--- config.mk ---
export PLATFORM = sky130hd
export DESIGN_NAME = motor_stall_detector
export DESIGN_NICKNAME = d
export VERILOG_FILES = /design/src/hdl/msd_pkg.sv /design/src/hdl/msd_ctrl.sv /design/src/hdl/msd_dp.sv /design/src/hdl/motor_stall_detector.sv
export SDC_FILE = /design/constraint.sdc
export NUM_CORES = 2
export LEC_CHECK = 0
export BUFFER_PORTS_ARGS = -buffer_cell sky130_fd_sc_hd__buf_4
export CAP_MARGIN = 0
export CELL_PAD_IN_SITES_DETAIL_PLACEMENT = 1
export CELL_PAD_IN_SITES_GLOBAL_PLACEMENT = 1
export CORE_MARGIN = 4
export CORE_UTILIZATION = 55
export CTS_BUF_LIST = sky130_fd_sc_hd__clkbuf_4 sky130_fd_sc_hd__clkbuf_8
export CTS_CLUSTER_DIAMETER = 60
export DETAILED_ROUTE_END_ITERATION = 7
export PLACE_DENSITY = 0.89
export SKIP_LAST_GASP = 1
export SYNTH_ARGS = -nofsm -noshare
export SYNTH_HDL_FRONTEND = slang
export SYNTH_SLANG_ARGS = --single-unit
export TNS_END_PERCENT = 100
--- constraint.sdc ---
create_clock -name clk -period 18.5 [get_ports clk]
set_input_delay 1.85 -clock clk [delete_from_list [all_inputs] [get_ports clk]]
set_output_delay 1.85 -clock clk [all_outputs]
set_load 0.03 [all_outputs]
--- src/hdl/msd_pkg.sv ---
package msd_pkg;

  // Register indexes (byte address / 4).
  localparam logic [2:0] REG_SPEED_THR = 3'd0;
  localparam logic [2:0] REG_DEV_FRAC  = 3'd1;
  localparam logic [2:0] REG_SCALE     = 3'd2;
  localparam logic [2:0] REG_MAX_GAP   = 3'd3;
  localparam logic [2:0] REG_MIN_POS   = 3'd4;

  localparam logic [23:0] RST_SPEED_THR = 24'd0;
  localparam logic [15:0] RST_DEV_FRAC  = 16'd13107;
  localparam logic [23:0] RST_SCALE     = 24'd65536;
  localparam logic [15:0] RST_MAX_GAP   = 16'd100;
  localparam logic [31:0] RST_MIN_POS   = 32'd0;

  localparam logic [9:0] MS_PER_S = 10'd1000;

  // Dividend width: a 33 bit delta times 1000.
  localparam int DIV_W = 43;
  localparam int CNT_W = $clog2(DIV_W);
  localparam int MUL_A_W = 33;
  localparam int MUL_B_W = 24;
  localparam int PROD_W = MUL_A_W + MUL_B_W;

  typedef struct packed {
    logic [23:0] speed_threshold;
    logic [15:0] deviation_fraction;
    logic [23:0] speed_scale;
    logic [15:0] max_gap_ms;
    logic [31:0] min_position;
  } cfg_t;

  typedef struct packed {
    logic capture;
    logic eval;
    logic mul_d;
    logic div_step;
    logic mul_s;
    logic mul_u;
    logic mul_l;
    logic cmp;
    logic commit;
  } dp_cmd_t;

  typedef struct packed {
    logic checked;
    logic div_last;
  } dp_sts_t;

  typedef struct packed {
    logic [31:0] measured_speed;
    logic        checked;
    logic        stalled;
  } result_t;

endpackage

--- src/hdl/msd_ctrl.sv ---
module msd_ctrl
  import msd_pkg::*;
(
  input  logic    clk,
  input  logic    rst_n,
  input  logic    in_valid,
  output logic    in_ready,
  input  logic    out_free,
  input  dp_sts_t sts,
  output dp_cmd_t cmd
);

  typedef enum logic [8:0] {
    ST_IDLE  = 9'b000000001,
    ST_EVAL  = 9'b000000010,
    ST_MUL_D = 9'b000000100,
    ST_DIV   = 9'b000001000,
    ST_MUL_S = 9'b000010000,
    ST_MUL_U = 9'b000100000,
    ST_MUL_L = 9'b001000000,
    ST_CMP   = 9'b010000000,
    ST_DONE  = 9'b100000000
  } state_t;

  state_t state_r, state_nxt;

  always_ff @(posedge clk) begin
    if (!rst_n) begin
      state_r <= ST_IDLE;
    end else begin
      state_r <= state_nxt;
    end
  end

  always_comb begin
    state_nxt = state_r;
    cmd       = '0;
    unique case (state_r)
      ST_IDLE: begin
        cmd.capture = in_valid;
        if (in_valid) state_nxt = ST_EVAL;
      end
      ST_EVAL: begin
        cmd.eval  = 1'b1;
        state_nxt = sts.checked ? ST_MUL_D : ST_DONE;
      end
      ST_MUL_D: begin
        cmd.mul_d = 1'b1;
        state_nxt = ST_DIV;
      end
      ST_DIV: begin
        cmd.div_step = 1'b1;
        if (sts.div_last) state_nxt = ST_MUL_S;
      end
      ST_MUL_S: begin
        cmd.mul_s = 1'b1;
        state_nxt = ST_MUL_U;
      end
      ST_MUL_U: begin
        cmd.mul_u = 1'b1;
        state_nxt = ST_MUL_L;
      end
      ST_MUL_L: begin
        cmd.mul_l = 1'b1;
        state_nxt = ST_CMP;
      end
      ST_CMP: begin
        cmd.cmp   = 1'b1;
        state_nxt = ST_DONE;
      end
      ST_DONE: begin
        cmd.commit = out_free;
        if (out_free) state_nxt = ST_IDLE;
      end
      default: begin
        state_nxt = ST_IDLE;
      end
    endcase
  end

  assign in_ready = (state_r == ST_IDLE);

endmodule

--- src/hdl/msd_dp.sv ---
module msd_dp
  import msd_pkg::*;
(
  input  logic        clk,
  input  logic        rst_n,
  input  cfg_t        cfg,
  input  logic [31:0] in_position,
  input  logic [31:0] in_time_ms,
  input  logic [23:0] in_motor_speed,
  input  dp_cmd_t     cmd,
  output dp_sts_t     sts,
  output result_t     res
);

  logic [31:0]        pos_r;
  logic [31:0]        now_r;
  logic [23:0]        motor_r;
  logic [31:0]        last_pos_r;
  logic [31:0]        last_time_r;
  logic [15:0]        gap_r;
  logic [32:0]        delta_r;
  logic               checked_r;
  logic [31:0]        speed_r;
  logic               stalled_r;
  logic [DIV_W-1:0]   quo_r;
  logic [15:0]        rem_r;
  logic [CNT_W-1:0]   cnt_r;
  logic [PROD_W-1:0]  prod_r;
  logic [33:0]        scaled_r;
  logic [33:0]        upper_r;

  logic [31:0]        gap_w;
  logic               checked_w;
  logic [32:0]        diff_w;
  logic [32:0]        delta_w;
  logic [MUL_A_W-1:0] mul_a;
  logic [MUL_B_W-1:0] mul_b;
  logic [PROD_W-1:0]  prod_w;
  logic [16:0]        rem_sh_w;
  logic               q_bit;
  logic [15:0]        rem_w;
  logic [31:0]        sat_w;
  logic [49:0]        rnd_w;
  logic [33:0]        round_w;
  logic               above_thr;

  assign gap_w     = now_r - last_time_r;
  assign checked_w = (gap_w != 32'd0) && (gap_w < {16'd0, cfg.max_gap_ms}) &&
                     ($signed(pos_r) > $signed(cfg.min_position));
  assign diff_w    = {pos_r[31], pos_r} - {last_pos_r[31], last_pos_r};
  assign delta_w   = diff_w[32] ? (33'd0 - diff_w) : diff_w;

  // One shared multiplier serves the rate product, the scaled motor speed and the two bound products.
  always_comb begin
    if (cmd.mul_d) begin
      mul_a = delta_r;
      mul_b = {14'd0, MS_PER_S};
    end else if (cmd.mul_s) begin
      mul_a = {9'd0, motor_r};
      mul_b = cfg.speed_scale;
    end else if (cmd.mul_u) begin
      mul_a = {1'b0, speed_r};
      mul_b = {7'd0, 17'h10000 + {1'b0, cfg.deviation_fraction}};
    end else begin
      mul_a = {1'b0, speed_r};
      mul_b = {7'd0, 17'h10000 - {1'b0, cfg.deviation_fraction}};
    end
  end

  assign prod_w = {24'd0, mul_a} * {33'd0, mul_b};

  // Restoring division, one quotient bit per step.
  assign rem_sh_w = {rem_r, quo_r[DIV_W-1]};
  assign q_bit    = (rem_sh_w >= {1'b0, gap_r});
  assign rem_w    = q_bit ? 16'(rem_sh_w - {1'b0, gap_r}) : rem_sh_w[15:0];

  assign sat_w = (quo_r[DIV_W-1:32] != '0) ? 32'hFFFF_FFFF : quo_r[31:0];

  // Round half up and drop the 16 fraction bits.
  assign rnd_w   = prod_r[49:0] + 50'd32768;
  assign round_w = rnd_w[49:16];

  assign above_thr = (speed_r > {8'd0, cfg.speed_threshold}) &&
                     (motor_r > cfg.speed_threshold);

  always_ff @(posedge clk) begin
    if (cmd.capture) begin
      pos_r   <= in_position;
      now_r   <= in_time_ms;
      motor_r <= in_motor_speed;
    end
    if (cmd.eval) begin
      gap_r     <= gap_w[15:0];
      delta_r   <= delta_w;
      checked_r <= checked_w;
      speed_r   <= 32'd0;
      stalled_r <= 1'b0;
    end
    if (cmd.mul_d) begin
      quo_r <= prod_w[DIV_W-1:0];
      rem_r <= 16'd0;
      cnt_r <= '0;
    end
    if (cmd.div_step) begin
      quo_r <= {quo_r[DIV_W-2:0], q_bit};
      rem_r <= rem_w;
      cnt_r <= cnt_r + 1'b1;
    end
    if (cmd.mul_s || cmd.mul_u || cmd.mul_l) begin
      prod_r <= prod_w;
    end
    if (cmd.mul_s) begin
      speed_r <= sat_w;
    end
    if (cmd.mul_u) begin
      scaled_r <= round_w;
    end
    if (cmd.mul_l) begin
      upper_r <= round_w;
    end
    if (cmd.cmp) begin
      stalled_r <= above_thr && ((scaled_r > upper_r) || (scaled_r < round_w));
    end
  end

  // A stalled sample leaves the stored reference untouched.
  always_ff @(posedge clk) begin
    if (!rst_n) begin
      last_pos_r  <= 32'd0;
      last_time_r <= 32'd0;
    end else if (cmd.commit && !stalled_r) begin
      last_pos_r  <= pos_r;
      last_time_r <= now_r;
    end
  end

  assign sts.checked  = checked_w;
  assign sts.div_last = (cnt_r == CNT_W'(DIV_W - 1));

  assign res.measured_speed = speed_r;
  assign res.checked        = checked_r;
  assign res.stalled        = stalled_r;

endmodule

--- src/hdl/motor_stall_detector.sv ---
// A sample that fails the gap or position check gives its result word after
// evaluation; a checked sample first passes the delta product, the 43-step
// bit-serial divider, the scale and bound products and a compare, one shared
// multiplier being used four times. Each sample is committed before the next is
// taken; a finished word may wait in the output register while the next is accepted.
// Reset (rst_n, synchronous): registers to defaults, stored sample to zero.
module motor_stall_detector
  import msd_pkg::*;
(
  input  logic        clk,
  input  logic        rst_n,
  input  logic        in_tvalid,
  output logic        in_tready,
  input  logic [87:0] in_tdata,    // position[31:0], time_ms[63:32], motor_speed[87:64]
  output logic        out_tvalid,
  input  logic        out_tready,
  output logic [39:0] out_tdata,   // stalled[0], checked[1], measured_speed[33:2], zero
  input  logic        cfg_psel,
  input  logic        cfg_penable,
  input  logic        cfg_pwrite,
  input  logic [4:0]  cfg_paddr,
  input  logic [31:0] cfg_pwdata,
  output logic [31:0] cfg_prdata,
  output logic        cfg_pready
);

  cfg_t        cfg_r;
  logic        out_valid_r;
  logic [33:0] out_data_r;
  logic        wr_en;
  logic [2:0]  reg_idx;
  logic        out_free;
  dp_cmd_t     cmd;
  dp_sts_t     sts;
  result_t     res;

  assign cfg_pready = 1'b1;
  assign wr_en      = cfg_psel && cfg_penable && cfg_pwrite;
  assign reg_idx    = cfg_paddr[4:2];

  always_ff @(posedge clk) begin
    if (!rst_n) begin
      cfg_r.speed_threshold    <= RST_SPEED_THR;
      cfg_r.deviation_fraction <= RST_DEV_FRAC;
      cfg_r.speed_scale        <= RST_SCALE;
      cfg_r.max_gap_ms         <= RST_MAX_GAP;
      cfg_r.min_position       <= RST_MIN_POS;
    end else if (wr_en) begin
      unique case (reg_idx)
        REG_SPEED_THR: cfg_r.speed_threshold    <= cfg_pwdata[23:0];
        REG_DEV_FRAC:  cfg_r.deviation_fraction <= cfg_pwdata[15:0];
        REG_SCALE:     cfg_r.speed_scale        <= cfg_pwdata[23:0];
        REG_MAX_GAP:   cfg_r.max_gap_ms         <= cfg_pwdata[15:0];
        REG_MIN_POS:   cfg_r.min_position       <= cfg_pwdata;
        default: begin
        end
      endcase
    end
  end

  always_comb begin
    unique case (reg_idx)
      REG_SPEED_THR: cfg_prdata = {8'd0, cfg_r.speed_threshold};
      REG_DEV_FRAC:  cfg_prdata = {16'd0, cfg_r.deviation_fraction};
      REG_SCALE:     cfg_prdata = {8'd0, cfg_r.speed_scale};
      REG_MAX_GAP:   cfg_prdata = {16'd0, cfg_r.max_gap_ms};
      REG_MIN_POS:   cfg_prdata = cfg_r.min_position;
      default:       cfg_prdata = 32'd0;
    endcase
  end

  assign out_free = !out_valid_r || out_tready;

  msd_ctrl u_ctrl (
    .clk      (clk),
    .rst_n    (rst_n),
    .in_valid (in_tvalid),
    .in_ready (in_tready),
    .out_free (out_free),
    .sts      (sts),
    .cmd      (cmd)
  );

  msd_dp u_dp (
    .clk            (clk),
    .rst_n          (rst_n),
    .cfg            (cfg_r),
    .in_position    (in_tdata[31:0]),
    .in_time_ms     (in_tdata[63:32]),
    .in_motor_speed (in_tdata[87:64]),
    .cmd            (cmd),
    .sts            (sts),
    .res            (res)
  );

  always_ff @(posedge clk) begin
    if (!rst_n) begin
      out_valid_r <= 1'b0;
    end else if (cmd.commit) begin
      out_valid_r <= 1'b1;
    end else if (out_tready) begin
      out_valid_r <= 1'b0;
    end
  end

  always_ff @(posedge clk) begin
    if (cmd.commit) begin
      out_data_r <= {res.measured_speed, res.checked, res.stalled};
    end
  end

  assign out_tvalid = out_valid_r;
  assign out_tdata  = {6'd0, out_data_r};

`ifndef NO_ASSERTIONS
  a_commit_free: assert property (@(posedge clk) disable iff (!rst_n)
    cmd.commit |-> (!out_valid_r || out_tready))
    else $error("result committed over an untaken word");

  a_busy_after_accept: assert property (@(posedge clk) disable iff (!rst_n)
    (in_tvalid && in_tready) |=> !in_tready)
    else $error("input ready again right after acceptance");

  a_unchecked_quiet: assert property (@(posedge clk) disable iff (!rst_n)
    (out_tvalid && !out_tdata[1]) |-> (out_tdata[33:2] == 32'd0 && !out_tdata[0]))
    else $error("unchecked word carries speed or stall");
`endif

endmodule

Word-level counts from Yosys, hierarchy flattened
Index checks and enable logic that the tools add are counted.

storage, ports and cells
  output and inout port bits = 75
  bits of input ports = 132
  bits in registers = 574
  logic and storage cells = 119

operators by class
  equal/unequal tests = 17
  $add $sub $neg = 8
  mux-type cells = 35
  magnitude comparators = 7
  $mul = 1
  reductions and logical operators = 26

operators with widths
  kind                      number
  $mux W32                  5
  $pmux W32 S5              1
  $mux W43                  2
  $pmux W9 S9               1
  $add A50 B16 Y50 const B  1
  $mul A33 B24 Y50          1
  $mux W16                  3
  $mux W24                  2
  $mux W9                   4
  $gt A34 B34 Y1            1
  $lt A34 B34 Y1            1
  $mux W33                  1
  $sub A1 B33 Y33 const A   1
  $sub A32 B32 Y33          1
  $gt A32 B24 Y1            1
  $gt A32 B32 Y1            1
  $lt A32 B16 Y1            1
  $reduce_bool A32 Y1       1
  $sub A32 B32 Y32          1
  $gt A24 B24 Y1            1
  $add A17 B16 Y17 const A  1
  $ge A17 B16 Y1            1
  $mux W17                  1
  $sub A17 B16 Y17 const A  1
  other kinds (27)          59

Logic depth before layout (Yosys ltp)
  word-level depth = 8
  mapped depth = 40
  mapped depth without buffers = 35

By module
A second synthesis with hierarchy kept.

second synthesis, totals
  cell total of the unflattened synthesis = 5,869
  area, all modules = 54,815.1 um2

modules (own cells, without submodules)
  module                sequential area each (um2)  cells an instance  area an instance (um2)  instances
  msd_dp                11,461.0                    5,214              47,998.5                1
  motor_stall_detector  3,283.1                     582                6,239.7                 1
  msd_ctrl              180.2                       73                 576.8                   1

Least setup slack after synthesis
OpenSTA, ideal clock, no wires.

  path type = register to register
  from = register u_ctrl.state_r[3]
  to = register u_dp.prod_r[47], data pin
  library setup time = 271 ps
  slack = 9,114 ps
  clock period less this slack = 9,386 ps
  path buffers = 3
  required time = 18,229 ps
  arrival time = 9,115 ps
  cell stages (with the launch flop) = 36
  cell sequence = dfxtp_1 -> nor3_1 -> nand2_1 -> or3_1 -> or3b_2 -> buf_2 -> inv_2 -> buf_2 -> a21oi_1 -> xnor2_1 -> nand2_1 -> o21ai_0 -> nor2b_1 -> buf_2 -> nor2_1 -> fa_1 -> inv_1 -> fa_1 -> fa_1 -> fa_1 -> inv_1 -> fa_1 -> fa_1 -> inv_1 -> fa_1 -> inv_1 -> ha_1 -> and2_1 -> nand4_1 -> nor4_1 -> o211ai_1 -> a2111oi_0 -> o21ai_0 -> a21oi_1 -> mux2i_1 -> o2111ai_1

between the ends
  longest elaborated chain between the ends = 6
  elaborated cells on any way between the ends = 12
  classes of those cells = 1 x mul; 3 x eq/ne; 8 x mux

RTL lines
  what                      RTL line        RTL
  start: declaration        msd_ctrl.sv:25  state_t state_r, state_nxt;
  start signal: assignment  msd_ctrl.sv:31  state_r <= state_nxt;
  $eq A9 B6 Y1              msd_ctrl.sv:38  unique case (state_r)
  $mux W1                   msd_ctrl.sv:38
  $mux W17                  msd_dp.sv:61    end else if (cmd.mul_u) begin
  $mux W24                  msd_dp.sv:58    end else if (cmd.mul_s) begin
  $mux W24                  msd_dp.sv:55    if (cmd.mul_d) begin
  $mul A33 B24 Y50 (*)      msd_dp.sv:70    assign prod_w = {24'd0, mul_a} * {33'd0, mul_b};
  via u_dp.prod_w[47]       msd_dp.sv:38    logic [PROD_W-1:0] prod_w;
  end signal: assignment    msd_dp.sv:110   prod_r <= prod_w;
  end: declaration          msd_dp.sv:28    logic [PROD_W-1:0] prod_r;

Mark *: on every way through the listed nets, which the timed path passes. The rest lies on a longest branch.
A chain may end at the register's enable or synchronous reset.

Worst setup path after layout
  from = register u_ctrl.state_r[3]
  to = register u_dp.quo_r[32], data pin

between the ends
  longest elaborated chain between the ends = 8
  elaborated cells on any way between the ends = 16
  classes of those cells = 1 x mul; 4 x eq/ne; 11 x mux

RTL lines
  what                    RTL line        RTL
  $eq A9 B6 Y1            msd_ctrl.sv:38
  $mux W1                 msd_ctrl.sv:38
  $mux W17                msd_dp.sv:61
  $mux W24                msd_dp.sv:58
  $mux W24                msd_dp.sv:55
  $mul A33 B24 Y50 (*)    msd_dp.sv:70
  via u_dp.prod_w[32]     msd_dp.sv:38
  $mux W43 (*)            msd_dp.sv:99    if (cmd.mul_d) begin
  $mux W43 (*)            msd_dp.sv:104   if (cmd.div_step) begin
  end signal: assignment  msd_dp.sv:100   quo_r <= prod_w[DIV_W-1:0];
  end signal: assignment  msd_dp.sv:105   quo_r <= {quo_r[DIV_W-2:0], q_bit};
  end: declaration        msd_dp.sv:25    logic [DIV_W-1:0] quo_r;

Mark *: on every way through the listed nets, which the timed path passes. The rest lies on a longest branch. The select of a mux whose other input is x is not followed.

==> results.ini <==
[logic_synthesis]
yosys.cell_types.count = 94
ys_ff_latch = 559
yosysTopAreaCellShare_pct = 24.5
synthFlopType = edfxtp_1
synth_edf_count = 373
synth_warnings = 0
synthSimpleGateAreaFrac_pct = 14.9
synth_fa_ha_area_share_pct = 33.5
async_flop_share_pct = 0
synth_largest_area_cell = fa_1
yosys-top-cells-area = fa_1 (25%), edfxtp_1 (21%), ha_1 (9.0%)
synth_top_family_by_area = adder cells
yosysSeqAreaShare_pct = 27.6
synth_commonest_cells = inv_1 (1025), nand2_1 (857), fa_1 (664)
synth_cells = 5946
syn_avg_cell_area_um2 = 9.11
synth_xor_area_share_pct = 2.78
synth.area.mux_share_pct = 1.21
synth_area_um2 = 54200
yosysMostFrequentCell = inv_1
synth_compound_area_share_pct = 11.0

[global_route]
grt_pass1_vias = 52300
grt_first_pass_wirelength_mm = 313
grt_max_degree = 93
antenna_found_initial = 5
grt-ovfl-total = 0
grt_usage_pct = 40.2

[power]
peakVddDrop_mv = 0.333
power.density_nw_per_um2 = 144
p_leak_nw = 26.1

[critical_path]
crit_arrival_ns = 12.44
rr_endpoint = u_dp.quo_r[32]
crit_top_cell = fa_1
r2r_slack_ns = 6.68
cp.required_ns = 19.12
reg2regPathDepth = 36
crit_fanout = 49
critPathKind = reg -> reg
critPathLaunchType = flop
worst_setup_path_end_kind = flop
cp_slowest_cell = xor2_1
r2r-start = u_ctrl.state_r[3]
cp_slowest_stage_delay_ns = 0.78

[clock_tree]
cts_setup_buffers = 0
clockBufferDepth = 3
clk_pin_slew_ns = 0.07
clk_latency_ns = 0.78
cts_resized = 0
cts_buffers = 96
tritoncts = done
h-tree-depth = 3
cts.sinks = 559
cts_root_buf = clkbuf_8
postCtsHoldBufs = 0

[hold_path]
min_to = u_dp.last_pos_r[15]
hold_depth = 2
min_from = u_dp.last_pos_r[15]
hold_path_class = reg -> reg

[detailed_routing]
drc_errors = 2
drt-initial-drc-count = 4094
drtAntennaViolNets = 0
dr_total_vias = 46900
dr.pass1.iters = 8
wl_per_cell_um = 27.7
drt-total-wl_mm = 207
viasPerCell = 6.27

[status]
status = finished with violations
violations = design-rule violations

[sta]
fin_skew_ns = 0.0670
finalHoldViolCount = 0
fmax_mhz = 84.6
finalSetupTns_ns = 0
maxSlewHeadroom_pct = 12.3
slew_violations = 0
fin_crit_sh_pct = 63.9
setup_viol = 0
period_needed_ns = 11.82
rsz0062_at_grt = false
worstMarginPinSlew_ns = 1.32

[die]
initial_utilization_pct = 55.8
dieArea_um2 = 104000
die_x_um = 322
core-area_um2 = 97100
num_rows = 114
die_h_um = 322
boundaryPins = 207

[layout]
synthToLayoutAreaGrowth_pct = 9.01
register_area_um2 = 14900
fillers = 11200
multi_input_area_um2 = 34600
finalNetCount = 7302
drive_gt1_share_pct = 8.02
utilization_pct = 60.8

[flow_run]
maxCapViolations = 0

[placed_design]
place_congestion = 0.989
port_buffers = 197
dp_hpwl_mm = 153

[logic make-up after synthesis]
family | after synthesis
fa+ha+maj | 1053
mux | 64
xor+xnor | 172
compound gates | 931
other cells | 2
flops | 559
simple gates | 1879
buf+inv | 1286
[per-layer routing]
layer	routed length (um)	global-route usage (%)	vias to the layer above
li1	-	-	19500
met3	20600	10.2	1135
met5	25	0	-
met1	70600	45.2	23300
met4	20300	31.6	4
met2	95500	65.3	2897
[through the flow]
step / worst slack [ns] / instances / power [W] / hold slack (ns) / cell area (um^2)
after floorplan: 9.11 / 5997 / 0.00490 / 0.400 / 54400
after global placement: 7.63 / 7295 / 0.00639 / 0.438 / 57100
after detailed placement: 7.29 / 7295 / 0.00673 / 0.447 / 57100
after CTS: 7.07 / 7470 / 0.00814 / 0.455 / 59000
after global routing: 6.37 / 7472 / 0.00882 / 0.470 / 59000
final: 6.68 / 7474 / 0.00853 / 0.453 / 59000
[cell usage in the layout, fill, tap and decap left out, drive strengths merged, types with 20 or more instances in the layout]
master / count
a31oi: 29
fa: 664
o21bai: 22
dfxtp: 186
and2: 43
nand2: 857
nand4: 44
o21a: 86
a211oi: 20
nand2b: 22
edfxtp: 373
a21oi: 349
nor2: 594
buf: 281
and3: 34
or3: 20
o211ai: 25
clkinv: 36
conb: 53
xnor2: 98
a21o: 97
o21ai: 155
mux2i: 54
nor3: 65
xor2: 74
nor2b: 37
inv: 1032
ha: 389
clkbuf: 126
nand3: 76
[worst max-delay path, delay by kind of cell, from the launching register on]
family	cells	cell delay [ns]
flops	1	0.38
fa+ha+maj	8	3.82
mux	1	0.30
compound gates	8	2.23
xor+xnor	2	0.94
simple gates	9	2.77
buf+inv	8	1.17
[registers in the layout, indices dropped and copies added, names as in the netlist, 33 cells and up]
signal,cells
u_dp.scaled_r,34
cfg_r,112
u_dp.delta_r,33
u_dp.upper_r,34
out_data_r,34
u_dp.prod_r,35
u_dp.quo_r,43
[worst max path at each step]
stage	slack [ns]	end	startpoint
final	6.68	u_dp.quo_r[32]	u_ctrl.state_r[3]
after global placement	7.63	u_dp.prod_r[47]	u_ctrl.state_r[3]
after detailed placement	7.29	u_dp.prod_r[47]	u_ctrl.state_r[3]
after floorplan	9.11	u_dp.prod_r[47]	u_ctrl.state_r[3]
after CTS	7.07	u_dp.prod_r[46]	u_ctrl.state_r[3]
after global routing	6.37	u_dp.quo_r[32]	u_ctrl.state_r[3]
[power by group]
| group | leakage (nW) | switching [W] | internal, W |
|---|---|---|---|
| Sequential | 4.88 | 0.0000503 | 0.00169 |
| Clock | 0.997 | 0.000573 | 0.000605 |
| Combinational | 20.2 | 0.00380 | 0.00180 |
| Total | 26.1 | 0.00443 | 0.00410 |
[layout make-up]
class	count	share of cell area [%]
multi-input combinational	4152	58.6
sequential	559	25.3
timing repair buffer	281	3.57
clock buffer	126	2.68
antenna	4	0.0170
clock inverter	49	0.572
tap	1276	2.70
inverter	1027	6.53
(Power assumes the default switching activity.)
